### src/hw/rtl/h2r_pkg.sv
package h2r_pkg;

    // Hue scale: 64 steps per degree
    localparam int unsigned FULL_TURN   = 23040;
    localparam int unsigned SECTOR_SPAN = 3840;
    localparam int unsigned UNIT_SCALE  = 255;
    localparam int unsigned FRAC_DENOM  = UNIT_SCALE * SECTOR_SPAN;

    // Channel quotient by FRAC_DENOM: drop 8 bits, then divide by DIV_LOW
    localparam int unsigned DIV_SHIFT   = 8;
    localparam int unsigned DIV_LOW     = FRAC_DENOM >> DIV_SHIFT;
    localparam int unsigned RECIP_SHIFT = 28;
    localparam int unsigned RECIP_MUL   = (1 << RECIP_SHIFT) / DIV_LOW;

    localparam int unsigned HUE_W  = 16;
    localparam int unsigned CH_W   = 8;
    localparam int unsigned REM_W  = 12;
    localparam int unsigned SPR_W  = 20;
    localparam int unsigned PROD_W = 28;

    // Sixty-degree sectors, named by the colour at their start
    typedef enum logic [2:0] {
        SEC_RED     = 3'd0,
        SEC_YELLOW  = 3'd1,
        SEC_GREEN   = 3'd2,
        SEC_CYAN    = 3'd3,
        SEC_BLUE    = 3'd4,
        SEC_MAGENTA = 3'd5
    } sector_t;

endpackage

### src/hw/rtl/h2r_hsv_if.sv
interface h2r_hsv_if;
    logic                                valid;
    logic                                ready;
    logic [h2r_pkg::HUE_W-1:0]           hue;
    logic [h2r_pkg::CH_W-1:0]            sat;
    logic [h2r_pkg::CH_W-1:0]            val;

    modport source (output valid, output hue, output sat, output val, input ready);
    modport sink   (input valid, input hue, input sat, input val, output ready);
endinterface

### src/hw/rtl/h2r_rgb_if.sv
interface h2r_rgb_if;
    logic                                valid;
    logic                                ready;
    logic [h2r_pkg::CH_W-1:0]            red;
    logic [h2r_pkg::CH_W-1:0]            green;
    logic [h2r_pkg::CH_W-1:0]            blue;

    modport source (output valid, output red, output green, output blue, input ready);
    modport sink   (input valid, input red, input green, input blue, output ready);
endinterface

### src/hw/rtl/h2r_frac_div.sv
// Floor of a channel product by 255*3840, over one register stage.
// Estimate by reciprocal multiply in front of the register, correct behind it.
module h2r_frac_div (
    input  logic                             clk,
    input  logic                             en,
    input  logic [h2r_pkg::PROD_W-1:0]       prod,
    output logic [h2r_pkg::CH_W-1:0]         quo
);

    localparam int unsigned Y_W   = h2r_pkg::PROD_W - h2r_pkg::DIV_SHIFT;
    localparam int unsigned MUL_W = Y_W + 17;

    logic [Y_W-1:0]             y;
    logic [MUL_W-1:0]           mul;
    logic [h2r_pkg::CH_W-1:0]   est;
    logic [Y_W-1:0]             y_reg;
    logic [h2r_pkg::CH_W-1:0]   est_reg;
    logic [Y_W-1:0]             rem;
    logic [h2r_pkg::CH_W:0]     quo_wide;

    // Estimate: at most one below the true quotient
    assign y   = prod[h2r_pkg::PROD_W-1:h2r_pkg::DIV_SHIFT];
    assign mul = MUL_W'(y) * MUL_W'(h2r_pkg::RECIP_MUL);
    assign est = mul[h2r_pkg::RECIP_SHIFT+h2r_pkg::CH_W-1:h2r_pkg::RECIP_SHIFT];

    // Hold the estimate while the stage is stalled
    always_ff @(posedge clk)
    begin
        if (en)
        begin
            y_reg   <= y;
            est_reg <= est;
        end
    end

    // Correct by one where the remainder reaches the divisor
    assign rem      = y_reg - Y_W'(est_reg) * Y_W'(h2r_pkg::DIV_LOW);
    assign quo_wide = (rem >= Y_W'(h2r_pkg::DIV_LOW)) ? ({1'b0, est_reg} + 9'd1)
                                                      : {1'b0, est_reg};
    assign quo      = quo_wide[h2r_pkg::CH_W-1:0];

endmodule

### src/hw/rtl/hsv_to_rgb_pixel_unit.sv
// Channel   Dir   Payload                         Handshake
// pix_hsv   in    hue[16] sat[8] val[8]           valid/ready
// pix_rgb   out   red[8] green[8] blue[8]         valid/ready
//
// Five register stages: sector split, products, p and channel numerators,
// reciprocal estimate, correction and sector select into the output register.
// One item per clock sustained while the output is ready.
// Reset clears the stage valid bits only; payload registers are not reset.
// Each stage advances when empty or when the next one advances, so bubbles
// close up behind a stalled output and no item is lost or repeated.
module hsv_to_rgb_pixel_unit (
    input  logic          clk,
    input  logic          rst_n,
    h2r_hsv_if.sink       pix_hsv,
    h2r_rgb_if.source     pix_rgb
);

    localparam int unsigned HW = h2r_pkg::HUE_W;
    localparam int unsigned CW = h2r_pkg::CH_W;
    localparam int unsigned RW = h2r_pkg::REM_W;
    localparam int unsigned SW = h2r_pkg::SPR_W;
    localparam int unsigned PW = h2r_pkg::PROD_W;

    // Stage enables and valid bits
    logic v1_reg, v2_reg, v3_reg, v4_reg, v5_reg;
    logic en1, en2, en3, en4, en5;

    assign en5 = !v5_reg || pix_rgb.ready;
    assign en4 = !v4_reg || en5;
    assign en3 = !v3_reg || en4;
    assign en2 = !v2_reg || en3;
    assign en1 = !v1_reg || en2;
    assign pix_hsv.ready = en1;

    always_ff @(posedge clk or negedge rst_n)
    begin
        if (!rst_n)
        begin
            v1_reg <= 1'b0;
            v2_reg <= 1'b0;
            v3_reg <= 1'b0;
            v4_reg <= 1'b0;
            v5_reg <= 1'b0;
        end
        else
        begin
            if (en1) v1_reg <= pix_hsv.valid;
            if (en2) v2_reg <= v1_reg;
            if (en3) v3_reg <= v2_reg;
            if (en4) v4_reg <= v3_reg;
            if (en5) v5_reg <= v4_reg;
        end
    end

    // Stage 1: map a hue at or above a full turn to zero, find sector and position within it
    logic [HW-1:0]        hue_w;
    h2r_pkg::sector_t     sector_next;
    logic [HW-1:0]        base;
    logic [HW-1:0]        rem_w;
    h2r_pkg::sector_t     sector1_reg;
    logic [RW-1:0]        rem1_reg;
    logic [CW-1:0]        sat1_reg, val1_reg;

    assign hue_w = (pix_hsv.hue >= HW'(h2r_pkg::FULL_TURN)) ? '0 : pix_hsv.hue;

    always_comb
    begin
        if (hue_w >= HW'(5 * h2r_pkg::SECTOR_SPAN))
        begin
            sector_next = h2r_pkg::SEC_MAGENTA;
            base        = HW'(5 * h2r_pkg::SECTOR_SPAN);
        end
        else if (hue_w >= HW'(4 * h2r_pkg::SECTOR_SPAN))
        begin
            sector_next = h2r_pkg::SEC_BLUE;
            base        = HW'(4 * h2r_pkg::SECTOR_SPAN);
        end
        else if (hue_w >= HW'(3 * h2r_pkg::SECTOR_SPAN))
        begin
            sector_next = h2r_pkg::SEC_CYAN;
            base        = HW'(3 * h2r_pkg::SECTOR_SPAN);
        end
        else if (hue_w >= HW'(2 * h2r_pkg::SECTOR_SPAN))
        begin
            sector_next = h2r_pkg::SEC_GREEN;
            base        = HW'(2 * h2r_pkg::SECTOR_SPAN);
        end
        else if (hue_w >= HW'(h2r_pkg::SECTOR_SPAN))
        begin
            sector_next = h2r_pkg::SEC_YELLOW;
            base        = HW'(h2r_pkg::SECTOR_SPAN);
        end
        else
        begin
            sector_next = h2r_pkg::SEC_RED;
            base        = '0;
        end
    end

    assign rem_w = hue_w - base;

    always_ff @(posedge clk)
    begin
        if (en1)
        begin
            sector1_reg <= sector_next;
            rem1_reg    <= rem_w[RW-1:0];
            sat1_reg    <= pix_hsv.sat;
            val1_reg    <= pix_hsv.val;
        end
    end

    // Stage 2: saturation products
    h2r_pkg::sector_t     sector2_reg;
    logic [CW-1:0]        val2_reg;
    logic [SW-1:0]        srem2_reg, scomp2_reg;
    logic [2*CW-1:0]      pnum2_reg;

    always_ff @(posedge clk)
    begin
        if (en2)
        begin
            sector2_reg <= sector1_reg;
            val2_reg    <= val1_reg;
            srem2_reg   <= SW'(sat1_reg) * SW'(rem1_reg);
            scomp2_reg  <= SW'(sat1_reg)
                           * (SW'(h2r_pkg::SECTOR_SPAN) - SW'(rem1_reg));
            pnum2_reg   <= (2*CW)'(val1_reg)
                           * ((2*CW)'(h2r_pkg::UNIT_SCALE) - (2*CW)'(sat1_reg));
        end
    end

    // Stage 3: p by 255 through reciprocal, numerators of q and t
    logic [24:0]          p_mul;
    logic [CW-1:0]        p_est;
    logic [2*CW-1:0]      p_rem;
    logic [CW:0]          p_wide;
    h2r_pkg::sector_t     sector3_reg;
    logic [CW-1:0]        val3_reg, p3_reg;
    logic [PW-1:0]        qprod3_reg, tprod3_reg;

    assign p_mul  = 25'(pnum2_reg) + (25'(pnum2_reg) << CW);
    assign p_est  = p_mul[2*CW+CW-1:2*CW];
    assign p_rem  = pnum2_reg - (2*CW)'(p_est) * (2*CW)'(h2r_pkg::UNIT_SCALE);
    assign p_wide = (p_rem >= (2*CW)'(h2r_pkg::UNIT_SCALE)) ? ({1'b0, p_est} + 9'd1)
                                                            : {1'b0, p_est};

    always_ff @(posedge clk)
    begin
        if (en3)
        begin
            sector3_reg <= sector2_reg;
            val3_reg    <= val2_reg;
            p3_reg      <= p_wide[CW-1:0];
            qprod3_reg  <= PW'(val2_reg) * (PW'(h2r_pkg::FRAC_DENOM) - PW'(srem2_reg));
            tprod3_reg  <= PW'(val2_reg) * (PW'(h2r_pkg::FRAC_DENOM) - PW'(scomp2_reg));
        end
    end

    // Stage 4: divide q and t numerators, carry p and v alongside
    h2r_pkg::sector_t     sector4_reg;
    logic [CW-1:0]        val4_reg, p4_reg;
    logic [CW-1:0]        q_quo, t_quo;

    h2r_frac_div u_div_q (
        .clk  (clk),
        .en   (en4),
        .prod (qprod3_reg),
        .quo  (q_quo)
    );

    h2r_frac_div u_div_t (
        .clk  (clk),
        .en   (en4),
        .prod (tprod3_reg),
        .quo  (t_quo)
    );

    always_ff @(posedge clk)
    begin
        if (en4)
        begin
            sector4_reg <= sector3_reg;
            val4_reg    <= val3_reg;
            p4_reg      <= p3_reg;
        end
    end

    // Stage 5: route v, p, q, t by sector into the output register
    logic [CW-1:0]        red_next, green_next, blue_next;
    logic [CW-1:0]        red_reg, green_reg, blue_reg;

    always_comb
    begin
        case (sector4_reg)
            h2r_pkg::SEC_RED:
            begin
                red_next = val4_reg; green_next = t_quo;    blue_next = p4_reg;
            end
            h2r_pkg::SEC_YELLOW:
            begin
                red_next = q_quo;    green_next = val4_reg; blue_next = p4_reg;
            end
            h2r_pkg::SEC_GREEN:
            begin
                red_next = p4_reg;   green_next = val4_reg; blue_next = t_quo;
            end
            h2r_pkg::SEC_CYAN:
            begin
                red_next = p4_reg;   green_next = q_quo;    blue_next = val4_reg;
            end
            h2r_pkg::SEC_BLUE:
            begin
                red_next = t_quo;    green_next = p4_reg;   blue_next = val4_reg;
            end
            default:
            begin
                red_next = val4_reg; green_next = p4_reg;   blue_next = q_quo;
            end
        endcase
    end

    always_ff @(posedge clk)
    begin
        if (en5)
        begin
            red_reg   <= red_next;
            green_reg <= green_next;
            blue_reg  <= blue_next;
        end
    end

    assign pix_rgb.valid = v5_reg;
    assign pix_rgb.red   = red_reg;
    assign pix_rgb.green = green_reg;
    assign pix_rgb.blue  = blue_reg;

    // Accepted item lands in stage 1
    a_accept_fill: assert property (@(posedge clk) disable iff (!rst_n)
        (pix_hsv.valid && pix_hsv.ready) |=> v1_reg)
        else $error("accepted item missing from stage 1");

    // Position within a sector stays below one sector span
    a_rem_range: assert property (@(posedge clk) disable iff (!rst_n)
        v1_reg |-> (rem1_reg < RW'(h2r_pkg::SECTOR_SPAN)))
        else $error("sector remainder out of range");

    // Corrected quotients never exceed value
    a_quo_bound: assert property (@(posedge clk) disable iff (!rst_n)
        v4_reg |-> ((q_quo <= val4_reg) && (t_quo <= val4_reg) && (p4_reg <= val4_reg)))
        else $error("channel quotient above value");

    // A held result keeps the stages behind it from overwriting it
    a_stall_hold: assert property (@(posedge clk) disable iff (!rst_n)
        (v5_reg && !pix_rgb.ready) |-> !en4 || !v4_reg)
        else $error("stage 4 advanced into a stalled output");

endmodule
### src/flat_wrapper.sv
// flat-port wrapper written by rule: the top's interface ports become plain ports
module hsv_to_rgb_pixel_unit_flat 
  (clk, rst_n, pix_hsv_valid, pix_hsv_hue, pix_hsv_sat, pix_hsv_val, pix_hsv_ready, pix_rgb_valid, pix_rgb_red, pix_rgb_green, pix_rgb_blue, pix_rgb_ready);
  h2r_hsv_if pix_hsv_i ();
  h2r_rgb_if pix_rgb_i ();
  input  logic clk;
  input  logic rst_n;
  input wire logic [$bits(pix_hsv_i.valid)-1:0] pix_hsv_valid;
  input wire logic [$bits(pix_hsv_i.hue)-1:0] pix_hsv_hue;
  input wire logic [$bits(pix_hsv_i.sat)-1:0] pix_hsv_sat;
  input wire logic [$bits(pix_hsv_i.val)-1:0] pix_hsv_val;
  output wire logic [$bits(pix_hsv_i.ready)-1:0] pix_hsv_ready;
  output wire logic [$bits(pix_rgb_i.valid)-1:0] pix_rgb_valid;
  output wire logic [$bits(pix_rgb_i.red)-1:0] pix_rgb_red;
  output wire logic [$bits(pix_rgb_i.green)-1:0] pix_rgb_green;
  output wire logic [$bits(pix_rgb_i.blue)-1:0] pix_rgb_blue;
  input wire logic [$bits(pix_rgb_i.ready)-1:0] pix_rgb_ready;
  assign pix_hsv_i.valid = pix_hsv_valid;
  assign pix_hsv_i.hue = pix_hsv_hue;
  assign pix_hsv_i.sat = pix_hsv_sat;
  assign pix_hsv_i.val = pix_hsv_val;
  assign pix_hsv_ready = pix_hsv_i.ready;
  assign pix_rgb_valid = pix_rgb_i.valid;
  assign pix_rgb_red = pix_rgb_i.red;
  assign pix_rgb_green = pix_rgb_i.green;
  assign pix_rgb_blue = pix_rgb_i.blue;
  assign pix_rgb_i.ready = pix_rgb_ready;
  hsv_to_rgb_pixel_unit u_core (.clk(clk), .rst_n(rst_n), .pix_hsv(pix_hsv_i), .pix_rgb(pix_rgb_i));
endmodule
### config.mk
export PLATFORM = sky130hd
export DESIGN_NAME = hsv_to_rgb_pixel_unit_flat
export DESIGN_NICKNAME = d
export VERILOG_FILES = /design/src/hw/rtl/h2r_pkg.sv /design/src/hw/rtl/h2r_hsv_if.sv /design/src/hw/rtl/h2r_rgb_if.sv /design/src/hw/rtl/h2r_frac_div.sv /design/src/hw/rtl/hsv_to_rgb_pixel_unit.sv /design/src/flat_wrapper.sv
export SDC_FILE = /design/constraint.sdc
export NUM_CORES = 2
export LEC_CHECK = 0
export BUFFER_PORTS_ARGS = -buffer_cell sky130_fd_sc_hd__buf_2
export CORE_AREA = 2 2 227 285
export DETAILED_ROUTE_END_ITERATION = 7
export DIE_AREA = 0 0 229 287
export PLACE_DENSITY_LB_ADDON = 0.15
export SETUP_SLACK_MARGIN = 0.1
export SLEW_MARGIN = 40
export SYNTH_ARGS = -nofsm -noshare
export SYNTH_HDL_FRONTEND = slang
export SYNTH_SLANG_ARGS = --single-unit
### constraint.sdc
create_clock -name clk -period 21.8 [get_ports clk]
set_clock_uncertainty 0.2 [all_clocks]
set_input_delay 1.09 -clock clk [delete_from_list [all_inputs] [get_ports clk]]
set_output_delay 1.09 -clock clk [all_outputs]
set_load 0.005 [all_outputs]
## Yosys cells after proc, flatten, opt, wreduce, memory -nomap -nowiden

Cells that the tools add are included.

| storage, ports and cells | value |
|---|---|
| bits of input ports | 36 |
| word-level logic and storage cells | 97 |
| memories kept | 0 |
| register bits after elaboration | 277 |
| bits in latches | 0 |
| bits in read-only memories | 0 |
| output and inout bits | 26 |
| bits in writable memories | 0 |

| cells by class | value |
|---|---|
| equal/unequal tests | 4 |
| muxes and demuxes | 16 |
| reduce and logical (&&, ||, !) cells | 16 |
| bitwise logic cells | 0 |
| $add $sub $neg | 12 |
| multipliers | 10 |
| divide/modulo/power cells | 0 |
| shift-type cells | 0 |
| order comparisons | 9 |

Operators by type and width:

| kind | number |
|---|---|
| $mul 20x17->36 const B | 2 |
| $pmux 8 s3 | 3 |
| $mux 12 | 5 |
| $mul 8x28->28 | 2 |
| $sub 20x20->21 const A | 2 |
| $ge 20x12->1 const B | 2 |
| $mul 8x12->20 const B | 2 |
| $sub 20x20->20 | 2 |
| $ge 16x14->1 const B | 2 |
| $ge 16x15->1 const B | 2 |
| $add 16x24->24 | 1 |
| $add 8x1->8 const B | 3 |
| $mux 8 | 3 |
| $mul 8x12->20 | 1 |
| $mul 8x20->20 | 1 |
| $ge 16x12->1 const B | 1 |
| $ge 16x13->1 const B | 1 |
| $ge 16x8->1 const B | 1 |
| $mul 8x16->16 | 1 |
| $mul 8x8->16 const B | 1 |
| $mux 16 | 1 |
| $sub 16x16->16 | 1 |
| $sub 12x12->13 const A | 1 |
| $sub 12x12->12 | 1 |
| other kinds (10) | 25 |

## Depth between registers and ports, before layout

| depth | value |
|---|---|
| word-level depth | 9 |
| mapped depth | 30 |
| depth with buffers taken out | 30 |

## Modules after synthesis

A second synthesis with hierarchy kept.

| unflattened totals | value |
|---|---|
| cell total of the unflattened synthesis | 4784 |
| area, all modules | 46560.9 µm² |

Modules (own cells, without submodules):

| module | cells an instance | area each (µm²) | instances | seq. area each (µm²) |
|---|---|---|---|---|
| hsv_to_rgb_pixel_unit | 3246 | 31466.4 | 1 | 6551.3 |
| h2r_frac_div at u_core.u_div_t | 777 | 7592.3 | 1 | 840.8 |
| h2r_frac_div at u_core.u_div_q | 761 | 7502.2 | 1 | 840.8 |

## Least setup slack after synthesis

No wires, ideal clock.

| timing | value |
|---|---|
| path kind | reg2reg |
| start point | register u_core.pnum2_reg[5] |
| end point | register u_core.p3_reg[5], data pin |
| required time | 21321 ps |
| period minus slack after synthesis | 7538 ps |
| setup time | 279 ps |
| stages on the path, launching flop included | 28 |
| data arrival time | 7059 ps |
| path buffers | 0 |
| setup slack | 14262 ps |
| path through | edfxtp_1 ha_1 a2111o_1 a31oi_1 a21oi_1 nand3_1 nor2_1 xnor2_1 inv_1 ha_1 ha_1 inv_1 fa_1 inv_1 fa_1 inv_1 fa_1 inv_1 ha_1 a21oi_1 o21ai_0 a31oi_1 a21oi_1 a21oi_1 xnor3_1 a2111oi_4 nor4b_1 xnor2_1 |

| between the ends | value |
|---|---|
| longest elaborated chain between the ends | 5 |
| elaborated cells on any way between the ends | 6 |
| those cells by class | 3 x add/sub; 1 x mul; 1 x order compare; 1 x mux |

Ends and longest elaborated chain:

| item | line | RTL |
|---|---|---|
| start, declared | hsv_to_rgb_pixel_unit.sv:117 | `logic [2*CW-1:0] pnum2_reg;` |
| start signal, assigned | hsv_to_rgb_pixel_unit.sv:128 | `pnum2_reg <= (2*CW)'(val1_reg)` |
| $add 16x24->24 | hsv_to_rgb_pixel_unit.sv:142 | `assign p_mul = 25'(pnum2_reg) + (25'(pnum2_reg) << CW);` |
| $mul 8x8->16 | hsv_to_rgb_pixel_unit.sv:144 | `assign p_rem = pnum2_reg - (2*CW)'(p_est) * (2*CW)'(h2r_pkg::UNIT_SCALE);` |
| $sub 16x16->16 | hsv_to_rgb_pixel_unit.sv:144 |  |
| $ge 16x8->1 | hsv_to_rgb_pixel_unit.sv:145 | `assign p_wide = (p_rem >= (2*CW)'(h2r_pkg::UNIT_SCALE)) ? ({1'b0, p_est} + 9'd1)` |
| $mux 8 * | hsv_to_rgb_pixel_unit.sv:145 |  |
| named net u_core.p_wide[5] | hsv_to_rgb_pixel_unit.sv:137 | `logic [CW:0] p_wide;` |
| end signal, assigned | hsv_to_rgb_pixel_unit.sv:154 | `p3_reg <= p_wide[CW-1:0];` |
| end, declared | hsv_to_rgb_pixel_unit.sv:139 | `logic [CW-1:0] val3_reg, p3_reg;` |

The timed path passes the listed nets; every way through them passes the cells marked *.
A chain may end at the register's enable or synchronous reset.

## Worst setup path after layout

| timing | value |
|---|---|
| start point | register u_core.pnum2_reg[5] |
| end point | register u_core.p3_reg[4], data pin |

The elaborated chain is that of the path after synthesis.

==> impl_metrics.py <==
metrics = {
    "layout": {
        "nNetsFinal": 5788,
        "fill_cells": 4673,
        "area_growth_syn_to_layout_pct": 4.94,
        "drive_gt1_share_pct": 3.63,
        "stdcell_count": 5336,
        "insertedDiodeCount": 0,
        "final_core_util_pct": 73.0,
    },
    "cts": {
        "cts_setup_buffers": 0,
        "cts_buffer_depth": 3,
        "holdBufCountCts": 0,
        "clock-sinks": 260,
        "worstSkewPairLatency_ns": 0.61,
        "cts_tree": "yes",
        "cts-buffers-inserted": 29,
        "post_cts_resized": 0,
        "h-tree-depth": 1,
        "root_buffer": "clkbuf_16",
        "clk_pin_slew_ns": 0.07,
    },
    "drt": {
        "final_antenna_net_count": 0,
        "viasPerCell": 5.63,
        "dr_total_vias": 30100,
        "drt_iter0_markers": 1577,
        "routedWlPerCell_um": 16.7,
        "drc": 0,
        "drt_wl_total_um": 88900,
        "dr.pass1.iters": 6,
    },
    "floorplanning": {
        "core_area_mm2": 0.0629,
        "num_rows": 103,
        "die_x_um": 229,
        "die_h_um": 287,
        "die_area_mm2": 0.0657,
        "initial_core_util_pct": 69.6,
        "io_pins": 62,
    },
    "timing": {
        "finalCriticalPeriod_ns": 8.53,
        "worst_pin_slew_ns": 0.871,
        "max-slew-margin-rel_pct": 41.5,
        "timing.fmax_mhz": 117,
        "rsz0062_at_grt": "no",
        "drv_slew": 0,
        "min_period_over_period_pct": 39.1,
        "finalHoldViolations": 0,
        "setup_viol": 0,
        "fin_setup_tns_ns": 0,
    },
    "worst_setup_path": {
        "critPathMaxStageDelay_ns": 0.67,
        "crit_arrival_ns": 8.67,
        "criticalPathCategory": "reg -> reg",
        "cp-end-kind": "flip-flop",
        "cpMostUsedCell": "inv_1",
        "cp_slowest_cell": "a2111oi_4",
        "cp_max_fo": 9,
        "required_ns": 21.94,
        "crit_path_start_kind": "flip-flop",
    },
    "job": {
        "cap_violations": 0,
    },
    "grt": {
        "grt_max_degree": 77,
        "grt_pass1_vias": 31800,
        "antenna_found_initial": 1,
        "grt_pass1_wl_um": 152000,
        "gr-total-overflow": 0,
        "track_usage_pct": 28.3,
    },
    "logic_synthesis": {
        "yosys_most_used_dff": "edfxtp_1",
        "seq_area_frac_synth_pct": 17.8,
        "synth-seq-cells": 260,
        "synth_top_family_by_area": "adder cells",
        "synthAdderAreaFrac_pct": 47.8,
        "syn_nets": 5773,
        "synth_edf_count": 255,
        "synthSimpleGateAreaFrac_pct": 12.9,
        "synth_top_area_share_pct": 30.0,
        "post-synth-top-count-cell": "inv_1",
        "synth_commonest_cells": "inv_1, fa_1, ha_1, nand2_1, edfxtp_1",
        "syn_inst": 4459,
        "synth_compound_area_share_pct": 7.79,
        "avgSynthCellArea_um2": 9.82,
        "synth_xor_area_share_pct": 4.15,
        "ys_top_cells_by_area": "fa_1, ha_1, edfxtp_1",
        "synth.area.mux_share_pct": 0.400,
        "ys_types": 94,
        "synth.cell_area_mm2": 0.0438,
        "yosysWarnings": 0,
        "yosys.area.top_type": "fa_1",
        "synthArstFlopShare_pct": 1.92,
    },
    "min_path": {
        "hold_path_class": "in -> async",
    },
    "placement": {
        "dpl.hpwl_um": 73100,
        "io_buffers": 61,
        "place_inst": 5282,
        "place_congestion": 0.902,
    },
    "outcome": {
        "status": "completed",
    },
}
[worst paths after layout]
kind,from,end,slack (ns),cells past startpoint
worst max register to register,u_core.pnum2_reg[5]$_DFFE_PP_,u_core.p3_reg[4]$_DFFE_PP_,13.27,28
worst min register to register,u_core.val3_reg[2]$_DFFE_PP_,u_core.val4_reg[2]$_DFFE_PP_,0.21,0
max in group asynchronous,rst_n,u_core.v3_reg$_DFFE_PN0P_,21.18,1
worst max-delay path,u_core.pnum2_reg[5]$_DFFE_PP_,u_core.p3_reg[4]$_DFFE_PP_,13.27,28
min in group clk,u_core.val3_reg[2]$_DFFE_PP_,u_core.val4_reg[2]$_DFFE_PP_,0.21,0
worst min-delay path,rst_n,u_core.v1_reg$_DFFE_PN0P_,0.09,1
[layout make-up]
cell class,instances,area (um^2),share of cell area [%]
well taps,840,1050,2.29
repair buffers,85,509,1.11
clock buffers,31,733,1.60
flip-flops and latches,260,7780,16.9
clock inverters,22,194,0.422
multi-input cells,3130,32000,69.7
inverters,968,3630,7.91
[metrics by stage]
stage / setup WS [ns] / hold WS, ns / area [um^2]
2_1_floorplan: 14.26 / 0.200 / 43800
3_3_place_gp: 13.43 / 0.202 / 44900
3_5_place_dp: 13.31 / 0.206 / 45000
4_1_cts: 13.25 / 0.0624 / 45900
5_1_grt: 12.77 / 0.0747 / 45900
6_report: 13.27 / 0.0876 / 45900
[critical path, delay by kind of cell, from the launching register on]
| family | cells | cell delay [ns] |
|---|---|---|
| AND/OR/NAND/NOR | 4 | 0.54 |
| adder cells (fa/ha/maj) | 7 | 2.95 |
| flip-flops | 1 | 0.44 |
| buffers and inverters | 5 | 0.37 |
| XOR/XNOR | 3 | 1.02 |
| AO/OA/AOI/OAI | 9 | 2.73 |
[cells in the final DEF, fill, tap and decap left out, drive strengths merged, types with 22 or more instances in the layout]
master / n
clkbuf: 31
o21a: 33
a211oi: 28
inv: 976
ha: 623
edfxtp: 255
a21oi: 112
fa: 655
o21ai: 88
nand2b: 58
o211ai: 22
nor3: 59
or3: 26
and2: 230
nor2b: 58
and3: 22
nand3: 52
buf: 85
a21o: 42
xor2: 65
nor2: 122
xnor2: 139
nand2: 440
[layer usage]
metal | global-route usage, % | vias to the layer above | share of wire, %
met4 | 7.87 | 0 | 2.5
met5 | 0 | - | 0
met3 | 2.53 | 150 | 4.3
li1 | - | 14400 | -
met1 | 35.0 | 14800 | 41
met2 | 52.9 | 711 | 53
[logic make-up (layout without fill, tap and decap cells)]
family / after synthesis / in the layout
compound gates: 492 / 492
simple gates: 1138 / 1138
mux: 17 / 17
buf+inv: 1069 / 1106
flops: 260 / 260
fa+ha+maj: 1278 / 1278
xor+xnor: 205 / 205
Power is left out: the tool's default activity adds up to more than one toggle a clock period on the data nets, which glitch-free logic cannot reach.
